`src/rtl/lts_pkg.sv`:
```
// lottery thread scheduler: shared constants, codes and sequencer states
// no dependencies
package lts_pkg;

  localparam int THREADS_DEF     = 8;
  localparam int TICKET_BITS_DEF = 16;

  localparam int CFG_W      = 4;
  localparam int TIDX_W     = 3;
  localparam int TCOUNT_W   = 16;
  localparam int RAND_W     = 32;
  localparam int PROG_W     = 7;

  localparam logic [PROG_W-1:0] PROGRESS_STEP = 7'd20;
  localparam logic [PROG_W-1:0] PROGRESS_DONE = 7'd100;

  localparam logic [CFG_W-1:0] ACTIVE_RESET = 4'd8;

  localparam logic KIND_LOAD = 1'b0;
  localparam logic KIND_DRAW = 1'b1;

  typedef enum logic [2:0] {
    ST_IDLE,
    ST_SUM_RD,
    ST_SUM_ACC,
    ST_DIV,
    ST_SCAN_RD,
    ST_SCAN_CHK,
    ST_RESULT
  } state_t;

endpackage

```
`src/rtl/lts_ram.sv`:
```
// generic single-clock ram, one write port and one read port
// read data registered, no dependencies
module lts_ram #(
  parameter int WIDTH = 8,
  parameter int DEPTH = 8
) (
  input  logic                                  clk,
  input  logic                                  we,
  input  logic [(DEPTH > 1 ? $clog2(DEPTH) : 1)-1:0] waddr,
  input  logic [WIDTH-1:0]                      wdata,
  input  logic                                  re,
  input  logic [(DEPTH > 1 ? $clog2(DEPTH) : 1)-1:0] raddr,
  output logic [WIDTH-1:0]                      rdata
);

  logic [WIDTH-1:0] mem [DEPTH];

  always_ff @(posedge clk) begin
    if (we) begin
      mem[waddr] <= wdata;
    end
    if (re) begin
      rdata <= mem[raddr];
    end
  end

endmodule

```
`src/rtl/lts_mod.sv`:
```
// iterative remainder unit: 32-bit word modulo the ticket total
// one quotient bit per cycle, uses lts_pkg
module lts_mod
  import lts_pkg::*;
#(
  parameter int SUM_W = TICKET_BITS_DEF + 4
) (
  input  logic              clk,
  input  logic              rst,
  input  logic              start,
  input  logic [RAND_W-1:0] dividend,
  input  logic [SUM_W-1:0]  divisor,
  output logic              done,
  output logic [SUM_W-1:0]  rem
);

  localparam int CNT_W = $clog2(RAND_W);

  logic              busy;
  logic [CNT_W-1:0]  cnt;
  logic [RAND_W-1:0] dq;
  logic [SUM_W-1:0]  dvs;
  logic [SUM_W:0]    shifted;
  logic [SUM_W:0]    diff;
  logic [SUM_W-1:0]  rem_next;

  always_comb begin
    shifted = {rem, dq[RAND_W-1]};
    diff    = shifted - {1'b0, dvs};
    if (shifted >= {1'b0, dvs}) begin
      rem_next = diff[SUM_W-1:0];
    end else begin
      rem_next = shifted[SUM_W-1:0];
    end
  end

  always_ff @(posedge clk) begin
    if (rst) begin
      busy <= 1'b0;
      done <= 1'b0;
    end else begin
      done <= 1'b0;
      if (start) begin
        busy <= 1'b1;
      end else if (busy && cnt == '0) begin
        busy <= 1'b0;
        done <= 1'b1;
      end
    end
    if (start) begin
      dq  <= dividend;
      dvs <= divisor;
      rem <= '0;
      cnt <= CNT_W'(RAND_W - 1);
    end else if (busy) begin
      dq  <= {dq[RAND_W-2:0], 1'b0};
      rem <= rem_next;
      cnt <= cnt - 1'b1;
    end
  end

endmodule

```
`src/rtl/lottery_thread_scheduler_top.sv`:
```
// lottery thread scheduler top: ticket/progress ram, draw sequencer, result register
// uses lts_pkg, lts_ram, lts_mod
//
//   channel   signals                                              dir
//   input     in_valid in_stall kind thread_index ticket_count      in
//             random_value
//   result    out_valid out_stall winner_index winner_progress      out
//             winner_finished all_finished none_eligible
//   config    cfg_wr_en cfg_wr_data                                 in
//
// load beat: ram write in ST_IDLE, then ST_RESULT loads the result register
// draw beat: ticket sum over n active threads (ST_SUM_RD, ST_SUM_ACC), remainder
//   unit (ST_DIV), winner scan to winner index w (ST_SCAN_RD/CHK), then ST_RESULT
// one item at a time, the ram port is walked twice per draw
// rst clears ram valid bits, so the tables read as zero until written
// a stalled result holds in the output register while the next beat is taken
module lottery_thread_scheduler_top
  import lts_pkg::*;
#(
  parameter int THREADS     = THREADS_DEF,
  parameter int TICKET_BITS = TICKET_BITS_DEF
) (
  input  logic                clk,
  input  logic                rst,
  input  logic                cfg_wr_en,
  input  logic [CFG_W-1:0]    cfg_wr_data,
  input  logic                in_valid,
  output logic                in_stall,
  input  logic                kind,
  input  logic [TIDX_W-1:0]   thread_index,
  input  logic [TCOUNT_W-1:0] ticket_count,
  input  logic [RAND_W-1:0]   random_value,
  output logic                out_valid,
  input  logic                out_stall,
  output logic [TIDX_W-1:0]   winner_index,
  output logic [PROG_W-1:0]   winner_progress,
  output logic                winner_finished,
  output logic                all_finished,
  output logic                none_eligible
);

  localparam int IDX_W  = THREADS > 1 ? $clog2(THREADS) : 1;
  localparam int SUM_W  = TICKET_BITS + CFG_W;
  localparam int WORD_W = TICKET_BITS + PROG_W;

  function automatic logic [IDX_W-1:0] to_addr(input logic [CFG_W-1:0] v);
    logic [IDX_W+CFG_W-1:0] w;
    w = {{IDX_W{1'b0}}, v};
    return w[IDX_W-1:0];
  endfunction

  state_t              state, state_next;
  logic [CFG_W-1:0]    active_threads;
  logic [CFG_W-1:0]    n_act;
  logic [CFG_W-1:0]    idx, idx_next;
  logic [SUM_W-1:0]    total, total_next;
  logic [SUM_W-1:0]    scan_sum, scan_sum_next;
  logic [SUM_W-1:0]    sum_add;
  logic [RAND_W-1:0]   rand_word, rand_word_next;
  logic [THREADS-1:0]  ent_valid;
  logic [THREADS-1:0]  ent_done;
  logic                rd_ok;
  logic [TICKET_BITS-1:0] rd_tick;
  logic [PROG_W-1:0]   rd_prog;
  logic [PROG_W-1:0]   prog_add;

  logic [TIDX_W-1:0]   res_win, res_win_next;
  logic [PROG_W-1:0]   res_prog, res_prog_next;
  logic                res_fin, res_fin_next;
  logic                res_none, res_none_next;
  logic                all_fin;
  logic                out_load;
  logic                out_valid_next;

  logic                ram_we;
  logic [IDX_W-1:0]    ram_waddr;
  logic [WORD_W-1:0]   ram_wdata;
  logic                ram_re;
  logic [IDX_W-1:0]    ram_raddr;
  logic [WORD_W-1:0]   ram_rdata;

  logic                div_start;
  logic                div_done;
  logic [SUM_W-1:0]    div_rem;

  logic [TICKET_BITS+TCOUNT_W-1:0] tick_ext;
  logic [IDX_W+TIDX_W-1:0]         tidx_ext;

  lts_ram #(
    .WIDTH (WORD_W),
    .DEPTH (THREADS)
  ) u_ram (
    .clk   (clk),
    .we    (ram_we),
    .waddr (ram_waddr),
    .wdata (ram_wdata),
    .re    (ram_re),
    .raddr (ram_raddr),
    .rdata (ram_rdata)
  );

  lts_mod #(
    .SUM_W (SUM_W)
  ) u_mod (
    .clk      (clk),
    .rst      (rst),
    .start    (div_start),
    .dividend (rand_word),
    .divisor  (total),
    .done     (div_done),
    .rem      (div_rem)
  );

  assign n_act    = (32'(active_threads) > THREADS) ? CFG_W'(THREADS) : active_threads;
  assign in_stall = (state != ST_IDLE);
  assign rd_tick  = rd_ok ? ram_rdata[WORD_W-1:PROG_W] : '0;
  assign rd_prog  = rd_ok ? ram_rdata[PROG_W-1:0] : '0;
  assign sum_add  = scan_sum + SUM_W'(rd_tick);
  assign prog_add = rd_prog + PROGRESS_STEP;
  assign tick_ext = {{TICKET_BITS{1'b0}}, ticket_count};
  assign tidx_ext = {{IDX_W{1'b0}}, thread_index};

  always_comb begin
    all_fin = 1'b1;
    for (int i = 0; i < THREADS; i++) begin
      if (i < 32'(n_act) && !ent_done[i]) begin
        all_fin = 1'b0;
      end
    end
  end

  always_comb begin
    state_next     = state;
    idx_next       = idx;
    total_next     = total;
    scan_sum_next  = scan_sum;
    rand_word_next = rand_word;
    res_win_next   = res_win;
    res_prog_next  = res_prog;
    res_fin_next   = res_fin;
    res_none_next  = res_none;
    ram_we         = 1'b0;
    ram_waddr      = to_addr(idx);
    ram_wdata      = '0;
    ram_re         = 1'b0;
    ram_raddr      = to_addr(idx);
    div_start      = 1'b0;
    out_load       = 1'b0;

    case (state)
      ST_IDLE: begin
        if (in_valid) begin
          res_win_next  = '0;
          res_prog_next = '0;
          res_fin_next  = 1'b0;
          res_none_next = 1'b0;
          if (kind == KIND_DRAW) begin
            rand_word_next = random_value;
            idx_next       = '0;
            total_next     = '0;
            state_next     = ST_SUM_RD;
          end else begin
            if (32'(thread_index) < THREADS) begin
              ram_we    = 1'b1;
              ram_waddr = tidx_ext[IDX_W-1:0];
              ram_wdata = {tick_ext[TICKET_BITS-1:0], {PROG_W{1'b0}}};
            end
            state_next = ST_RESULT;
          end
        end
      end
      ST_SUM_RD: begin
        if (idx == n_act) begin
          if (total == '0) begin
            res_none_next = 1'b1;
            state_next    = ST_RESULT;
          end else begin
            div_start  = 1'b1;
            state_next = ST_DIV;
          end
        end else begin
          ram_re     = 1'b1;
          state_next = ST_SUM_ACC;
        end
      end
      ST_SUM_ACC: begin
        total_next = total + SUM_W'(rd_tick);
        idx_next   = idx + 1'b1;
        state_next = ST_SUM_RD;
      end
      ST_DIV: begin
        if (div_done) begin
          idx_next      = '0;
          scan_sum_next = '0;
          state_next    = ST_SCAN_RD;
        end
      end
      ST_SCAN_RD: begin
        ram_re     = 1'b1;
        state_next = ST_SCAN_CHK;
      end
      ST_SCAN_CHK: begin
        if (sum_add > div_rem) begin
          res_win_next = idx[TIDX_W-1:0];
          ram_we       = 1'b1;
          if (prog_add >= PROGRESS_DONE) begin
            res_prog_next = PROGRESS_DONE;
            res_fin_next  = 1'b1;
            ram_wdata     = {{TICKET_BITS{1'b0}}, PROGRESS_DONE};
          end else begin
            res_prog_next = prog_add;
            ram_wdata     = {rd_tick, prog_add};
          end
          state_next = ST_RESULT;
        end else begin
          scan_sum_next = sum_add;
          idx_next      = idx + 1'b1;
          state_next    = ST_SCAN_RD;
        end
      end
      ST_RESULT: begin
        if (!out_valid || !out_stall) begin
          out_load   = 1'b1;
          state_next = ST_IDLE;
        end
      end
      default: begin
        state_next = ST_IDLE;
      end
    endcase

    if (out_load) begin
      out_valid_next = 1'b1;
    end else if (out_valid && !out_stall) begin
      out_valid_next = 1'b0;
    end else begin
      out_valid_next = out_valid;
    end
  end

  always_ff @(posedge clk) begin
    if (rst) begin
      state          <= ST_IDLE;
      out_valid      <= 1'b0;
      active_threads <= ACTIVE_RESET;
      ent_valid      <= '0;
      ent_done       <= '0;
      rd_ok          <= 1'b0;
    end else begin
      state     <= state_next;
      out_valid <= out_valid_next;
      if (cfg_wr_en) begin
        active_threads <= cfg_wr_data;
      end
      if (ram_we) begin
        ent_valid[ram_waddr] <= 1'b1;
        ent_done[ram_waddr]  <= (ram_wdata[PROG_W-1:0] == PROGRESS_DONE);
      end
      if (ram_re) begin
        rd_ok <= ent_valid[ram_raddr];
      end
    end
    idx       <= idx_next;
    total     <= total_next;
    scan_sum  <= scan_sum_next;
    rand_word <= rand_word_next;
    res_win   <= res_win_next;
    res_prog  <= res_prog_next;
    res_fin   <= res_fin_next;
    res_none  <= res_none_next;
    if (out_load) begin
      winner_index    <= res_win;
      winner_progress <= res_prog;
      winner_finished <= res_fin;
      none_eligible   <= res_none;
      all_finished    <= all_fin;
    end
  end

endmodule

```
`config.mk`:
```
export PLATFORM = sky130hd
export DESIGN_NAME = lottery_thread_scheduler_top
export DESIGN_NICKNAME = d
export VERILOG_FILES = /design/src/rtl/lts_pkg.sv /design/src/rtl/lts_ram.sv /design/src/rtl/lts_mod.sv /design/src/rtl/lottery_thread_scheduler_top.sv
export SDC_FILE = /design/constraint.sdc
export NUM_CORES = 1
export LEC_CHECK = 0
export ABC_CLOCK_PERIOD_IN_PS = 6650
export BUFFER_PORTS_ARGS = -buffer_cell sky130_fd_sc_hd__buf_2
export CAP_MARGIN = 20
export CORE_MARGIN = 2
export CORE_UTILIZATION = 44
export DETAILED_ROUTE_END_ITERATION = 16
export PLACE_DENSITY = 0.64
export SLEW_MARGIN = 25
export SYNTH_ARGS = -nofsm -noshare
export SYNTH_HDL_FRONTEND = slang
export SYNTH_SLANG_ARGS = --single-unit
```
`constraint.sdc`:
```
create_clock -name clk -period 6.65 [get_ports clk]
set_input_delay 1.33 -clock clk [delete_from_list [all_inputs] [get_ports clk]]
set_output_delay 1.33 -clock clk [all_outputs]
set_load 0.03 [all_outputs]
```
[Word level (Yosys, flattened, before mapping)]
Memories as Yosys holds them, arrays and structs flattened. A register that Yosys moved wholly into a read port is not among the register bits.
Cells that the tools add are included.
Cells by class
  multiplexer cells: 71
  reductions and logical operators: 44
  order comparisons: 15
  add/subtract/negate cells: 6
  bitwise logic cells: 1
  equality and inequality tests: 17
Operators with widths (count)
  $mux W20: 5
  $mux W23: 4
  $pmux W20 S2: 2
  $mux W32: 2
  $pmux W23 S2: 1
  $add A20 B16 Y20: 2
  $mux W3: 11
  $mux W7: 4
  $mux W1: 24
  $ge A21 B20 Y1: 1
  $pmux W3 S7: 1
  $gt A20 B20 Y1: 1
  $logic_not A20 Y1: 1
  $mux W4: 5
  $sub A20 B20 Y20: 1
  $lt A3 B4 Y1 const A: 4
  $mux W16: 1
  $ne A2 B2 Y1 const B: 8
  $pmux W4 S4: 1
  $reduce_and A3 Y1: 5
  $pmux W7 S2: 1
  $reduce_bool A2 Y1: 7
  $logic_and A1 B1 Y1: 11
  $logic_not A1 Y1: 10
  31 further kinds: 41
Storage, ports and cells
  register bits: 205
  bits in writable memories: 184
  memories kept: 1
  logic and storage cells: 180
Memory list
  u_ram.mem: depth 8, bits a word 23, read ports 1, clocked after Yosys merged registers in 1, wr ports 1, line lts_ram.sv:16  | logic [WIDTH-1:0] mem [DEPTH];

[Depth between registers and ports, before layout]
  depth in word-level cells: 8
  depth in mapped cells: 24
  mapped depth without buffers: 20

[By module]
A second synthesis with hierarchy kept.
Unflattened totals
  cells, all modules: 1455
  area, all modules: 19710.2 um^2
By module, submodules not included
  lts_ram: area each 7796.2 um^2, cells each 301, instances 1
  lottery_thread_scheduler_top: area each 7716.2 um^2, cells each 775, instances 1
  lts_mod: area each 4197.8 um^2, cells each 379, instances 1

[Least setup slack after synthesis]
Ideal clock, no wire load.
  path kind: register to register
  from: reg rd_ok
  to: mem u_ram.mem[3][0] (netlist bit) (enable)
  buffers on the path: 3
  arrival: 5.399 ns
  slack: 0.846 ns
  cell stages (with the launch flop): 22
  cells stage by stage: dfxtp_1 -> buf_2 -> buf_2 -> clkbuf_1 -> and2_1 -> ha_1 -> ha_1 -> a21oi_1 -> o32a_1 -> o32ai_1 -> a41oi_1 -> o211a_1 -> nor2_1 -> mux2i_1 -> nand3_1 -> ha_1 -> nand4_1 -> o21ai_0 -> o21ai_0 -> a21oi_1 -> a32oi_1 -> nor2b_1
On the way
  word-level cells in the longest chain between the ends: 7
RTL lines
  from (decl): line lottery_thread_scheduler_top.sv:62  | logic rd_ok;
  from (signal assigned): line lottery_thread_scheduler_top.sv:260  | rd_ok <= ent_valid[ram_raddr];
  $mux W16: line lottery_thread_scheduler_top.sv:116  | assign rd_tick = rd_ok ? ram_rdata[WORD_W-1:PROG_W] : '0;
  $add A20 B16 Y20: line lottery_thread_scheduler_top.sv:118  | assign sum_add = scan_sum + SUM_W'(rd_tick);
  net sum_add[18]: line lottery_thread_scheduler_top.sv:58  | logic [SUM_W-1:0] sum_add;
  $gt A20 B20 Y1: line lottery_thread_scheduler_top.sv:203  | if (sum_add > div_rem) begin
  $mux W1: line lottery_thread_scheduler_top.sv:203
  $pmux W1 S2: line lottery_thread_scheduler_top.sv:150  | case (state)
  $mux W1: line lts_ram.sv:19  | if (we) begin
  $mux W1 (not written as such): line lts_ram.sv:20  | mem[waddr] <= wdata;
  to (decl): line lts_ram.sv:16
The timed path passes the listed nets, and every way through them passes these cells.

[Worst setup path in the final report]
  from: reg rd_ok
  to: mem u_ram.mem[1][8] (netlist bit), data pin
On the way
  elaborated cells on any way between the ends: 9
RTL lines
  $mux W16: line lottery_thread_scheduler_top.sv:116
  $add A20 B16 Y20: line lottery_thread_scheduler_top.sv:118
  net sum_add[16]: line lottery_thread_scheduler_top.sv:58
  $gt A20 B20 Y1: line lottery_thread_scheduler_top.sv:203
  $mux W23: line lottery_thread_scheduler_top.sv:203
  $pmux W23 S2: line lottery_thread_scheduler_top.sv:150
  net ram_wdata[8]: line lottery_thread_scheduler_top.sv:77  | logic [WORD_W-1:0] ram_wdata;
The timed path passes the listed nets, and every way through them passes these cells.

==> results.yml <==
finish:
  area_growth_pct: 12.5
  final_common_cell: "edfxtp_1"
  nFillCells: 3783
  layout_common_cells: "edfxtp_1 (360), nand2_1 (144), nor2_1 (94), buf_2 (75), a21oi_1 (69)"
  nets: 1726
  layout-drive-gt1-share: 0.175
  final_cells: 2221
place:
  dp_hpwl_um: 31100
  io_buffers: 75
  dp.cells: 2142
  dp_slack_ns: 0.680
  gp_congestion: 0.840
setup_path:
  r2r_start: "rd_ok$_SDFFE_PP0P_"
  timing.rr.end: "u_ram.mem[1][8]$_DFFE_PP_"
  end_kind: "flip-flop"
  reg2reg_setup_slack_ns: 0.57
  cp_max_fo: 25
  critical_path_arrival_ns: 6.33
  critPathRequiredTime_ns: 6.90
  worstRegToRegCells: 19
  startpoint: "rd_ok$_SDFFE_PP0P_"
  criticalPathCategory: "flip-flop to flip-flop"
  cp-start-kind: "flip-flop"
global_routing:
  antenna_found_initial: 0
  grt_max_degree: 61
  first_global_vias: 12600
  grt_pass1_wl_um: 71600
  gr-total-overflow: 0
  gr-usage-all-layers: 0.198
sta:
  setup_viol: 0
  fin_skew_ns: 0.0218
  rsz0062_at_grt: "false"
  min_period_over_period: 0.915
  finalSetupTns_ns: 0
  slew_violations: 0
  tightest_slew_ns: 1.08
  fin_crit_ns: 6.08
  setup_slack_ns: 0.567
  relSlewSlack: 0.280
  fmax_mhz: 164
  holdWs_ns: 0.419
  hold_violations: 0
clock_tree:
  clock_sinks: 412
  cts_setup_buffers: 0
  cts.path.max_buffers: 3
  cts_inserted_buffers: 44
  htree_levels: 2
  cts.root.buffer_cell: "clkbuf_16"
  cts_hold_buffers: 0
  clkTransAtPathRegs_ns: 0.06
  cts-resized-gates: 0
  cts_tree: "yes"
  clock_latency_ns: 0.58
pwr:
  p_leak_nw: 8.12
  vdd_drop_max_v: 0.000241
  pwr_density_cell_nw_per_um2: 431
synthesis:
  ys_types: 86
  async_flop_share: 0
  ys_seq_elements: 412
  postSynthAreaPerCell_um2: 13.0
  yosysWarnings: 0
  syn_inst: 1520
  synthFlopType: "edfxtp_1"
  synth_seq_area_share: 0.602
  syn_nets: 1650
  synth_edf_count: 360
  synth_area_um2: 19700
min_path:
  min_from: "res_prog[3]$_SDFFCE_PP0P_"
  worstHoldPathCells: 0
  hold_end: "winner_progress[3]$_DFFE_PP_"
  hold_path.class: "flip-flop to flip-flop"
floorplan:
  ioPinCount: 76
  dieHeight_um: 216
  std_cell_rows: 77
  core_area_um2: 44200
  dieArea_um2: 46500
  die_w_um: 216
  initial_core_util: 0.445
detailed_routing:
  remaining_drc_errors: 0
  first_pass_iters: 5
  vias: 12600
  first_iter_violations: 1091
  routed_wl_um: 46000
  drt-wirelength-per-cell_um: 20.7
  ant_nets: 0
  via_per_inst: 5.70
job:
  cap_violations: 0
outcome:
  status: "complete, no violations"
-- report_power, final --
group / leakage, nW / total [W] / internal (W) / switching (W)
Sequential: 3.81 / 0.00375 / 0.00339 / 0.000354
Clock: 0.687 / 0.00241 / 0.00138 / 0.00103
Combinational: 3.62 / 0.00339 / 0.00134 / 0.00205
Total: 8.12 / 0.00955 / 0.00611 / 0.00344
-- layer usage --
| metal | track usage | vias to the layer above | share of wire |
|---|---|---|---|
| li1 | - | 5938 | - |
| met1 | 0.261 | 6247 | 0.43 |
| met2 | 0.326 | 387 | 0.47 |
| met5 | 0 | - | 0 |
| met4 | 0.0715 | 0 | 0.031 |
| met3 | 0.0407 | 77 | 0.068 |
-- synthesized netlist by cell type, types with 8 or more instances --
library cell / n / share of area
a211oi_1: 23 / 0.0088
mux2_2: 34 / 0.019
xnor2_1: 32 / 0.014
nor2_1: 100 / 0.019
mux2i_1: 22 / 0.011
nor3b_1: 10 / 0.0038
xor2_1: 15 / 0.0067
dfxtp_1: 52 / 0.053
o21ai_0: 36 / 0.0091
nor2b_1: 15 / 0.0048
nand2_1: 144 / 0.027
a31oi_1: 15 / 0.0048
a21o_1: 19 / 0.0072
clkbuf_1: 49 / 0.0093
buf_1: 11 / 0.0021
nand4_1: 27 / 0.0086
inv_1: 68 / 0.013
o211ai_1: 14 / 0.0053
and3_1: 13 / 0.0041
nand3_1: 30 / 0.0076
a22o_1: 13 / 0.0058
nor3_1: 23 / 0.0058
nand2b_1: 11 / 0.0035
a21bo_2: 8 / 0.0041
and2_1: 38 / 0.012
ha_1: 68 / 0.043
edfxtp_1: 360 / 0.55
mux4_2: 48 / 0.055
a21oi_1: 71 / 0.018
o21a_1: 21 / 0.0080
-- worst max-delay path by stage --
stage	endpoint	slack, ns	cells after the start
finish	u_ram.mem[1][8]$_DFFE_PP_	0.57	19
CTS	u_ram.mem[2][11]$_DFFE_PP_	0.64	19
detailed placement	u_ram.mem[2][4]$_DFFE_PP_	0.68	19
global placement	u_ram.mem[2][11]$_DFFE_PP_	0.80	19
floorplan	u_ram.mem[3][0]$_DFFE_PP_	0.85	21
global route	u_ram.mem[1][8]$_DFFE_PP_	0.18	19
-- worst max-delay path, cell delays in order (launching register included) --
cell and delay [ns]:
dfxtp_1 0.49, and2_1 0.26, ha_1 0.24, ha_1 0.21, a21oi_1 0.07, o32a_1 0.38, o32ai_1 0.48, a41oi_1 0.31
o211a_1 0.33, nor3b_2 0.23, o21ai_0 0.16, o31a_1 0.16, ha_1 0.28, nand4_1 0.09, o21ai_0 0.25, o21ai_0 0.15
a21oi_2 0.30, buf_4 0.37, nand2_1 0.18, o21ai_0 0.79
-- kinds of logic (layout without fill, tap and decap cells) --
kind of cell / Yosys count / count (layout) / synth area share
AND/OR/NAND/NOR: 443 / 443 / 0.110
flip-flops: 412 / 412 / 0.602
AO/OA/AOI/OAI: 305 / 305 / 0.109
buffers and inverters: 139 / 247 / 0.0277
multiplexers: 104 / 104 / 0.0855
adder cells (fa/ha/maj): 70 / 70 / 0.0448
XOR/XNOR: 47 / 47 / 0.0209
other: 0 / 1 / 0
-- per-stage QoR --
stage / util / power (W) / instance area, µm²
detailed placement: 0.469 / 0.00717 / 20800
global placement: 0.469 / 0.00711 / 20800
CTS: 0.501 / 0.00959 / 22200
floorplan: - / 0.00621 / 19700
global route: 0.501 / 0.0101 / 22200
finish: 0.501 / 0.00955 / 22200
-- state kept, by name, summed over array words and instances, names as in the netlist, 7 cells and up --
register         count
ent_done             8
u_mod.dq            32
u_mod.dvs           20
u_ram.rdata         23
winner_progress      7
scan_sum            20
u_mod.rem           20
u_ram.mem          184
ent_valid            8
rand_word           32
total               20
res_prog             7
-- final cells by class --
class	count	area [µm²]	share of cell area
diodes	1	2.50	0.000113
clock inverters	23	230	0.0104
clock buffers	55	1170	0.0529
flip-flops and latches	412	11900	0.535
well taps	592	741	0.0334
repair buffers	100	563	0.0254
inverters	69	259	0.0117
multi-input cells	969	7340	0.331
No activity file was read; power rests on OpenSTA's default activity.
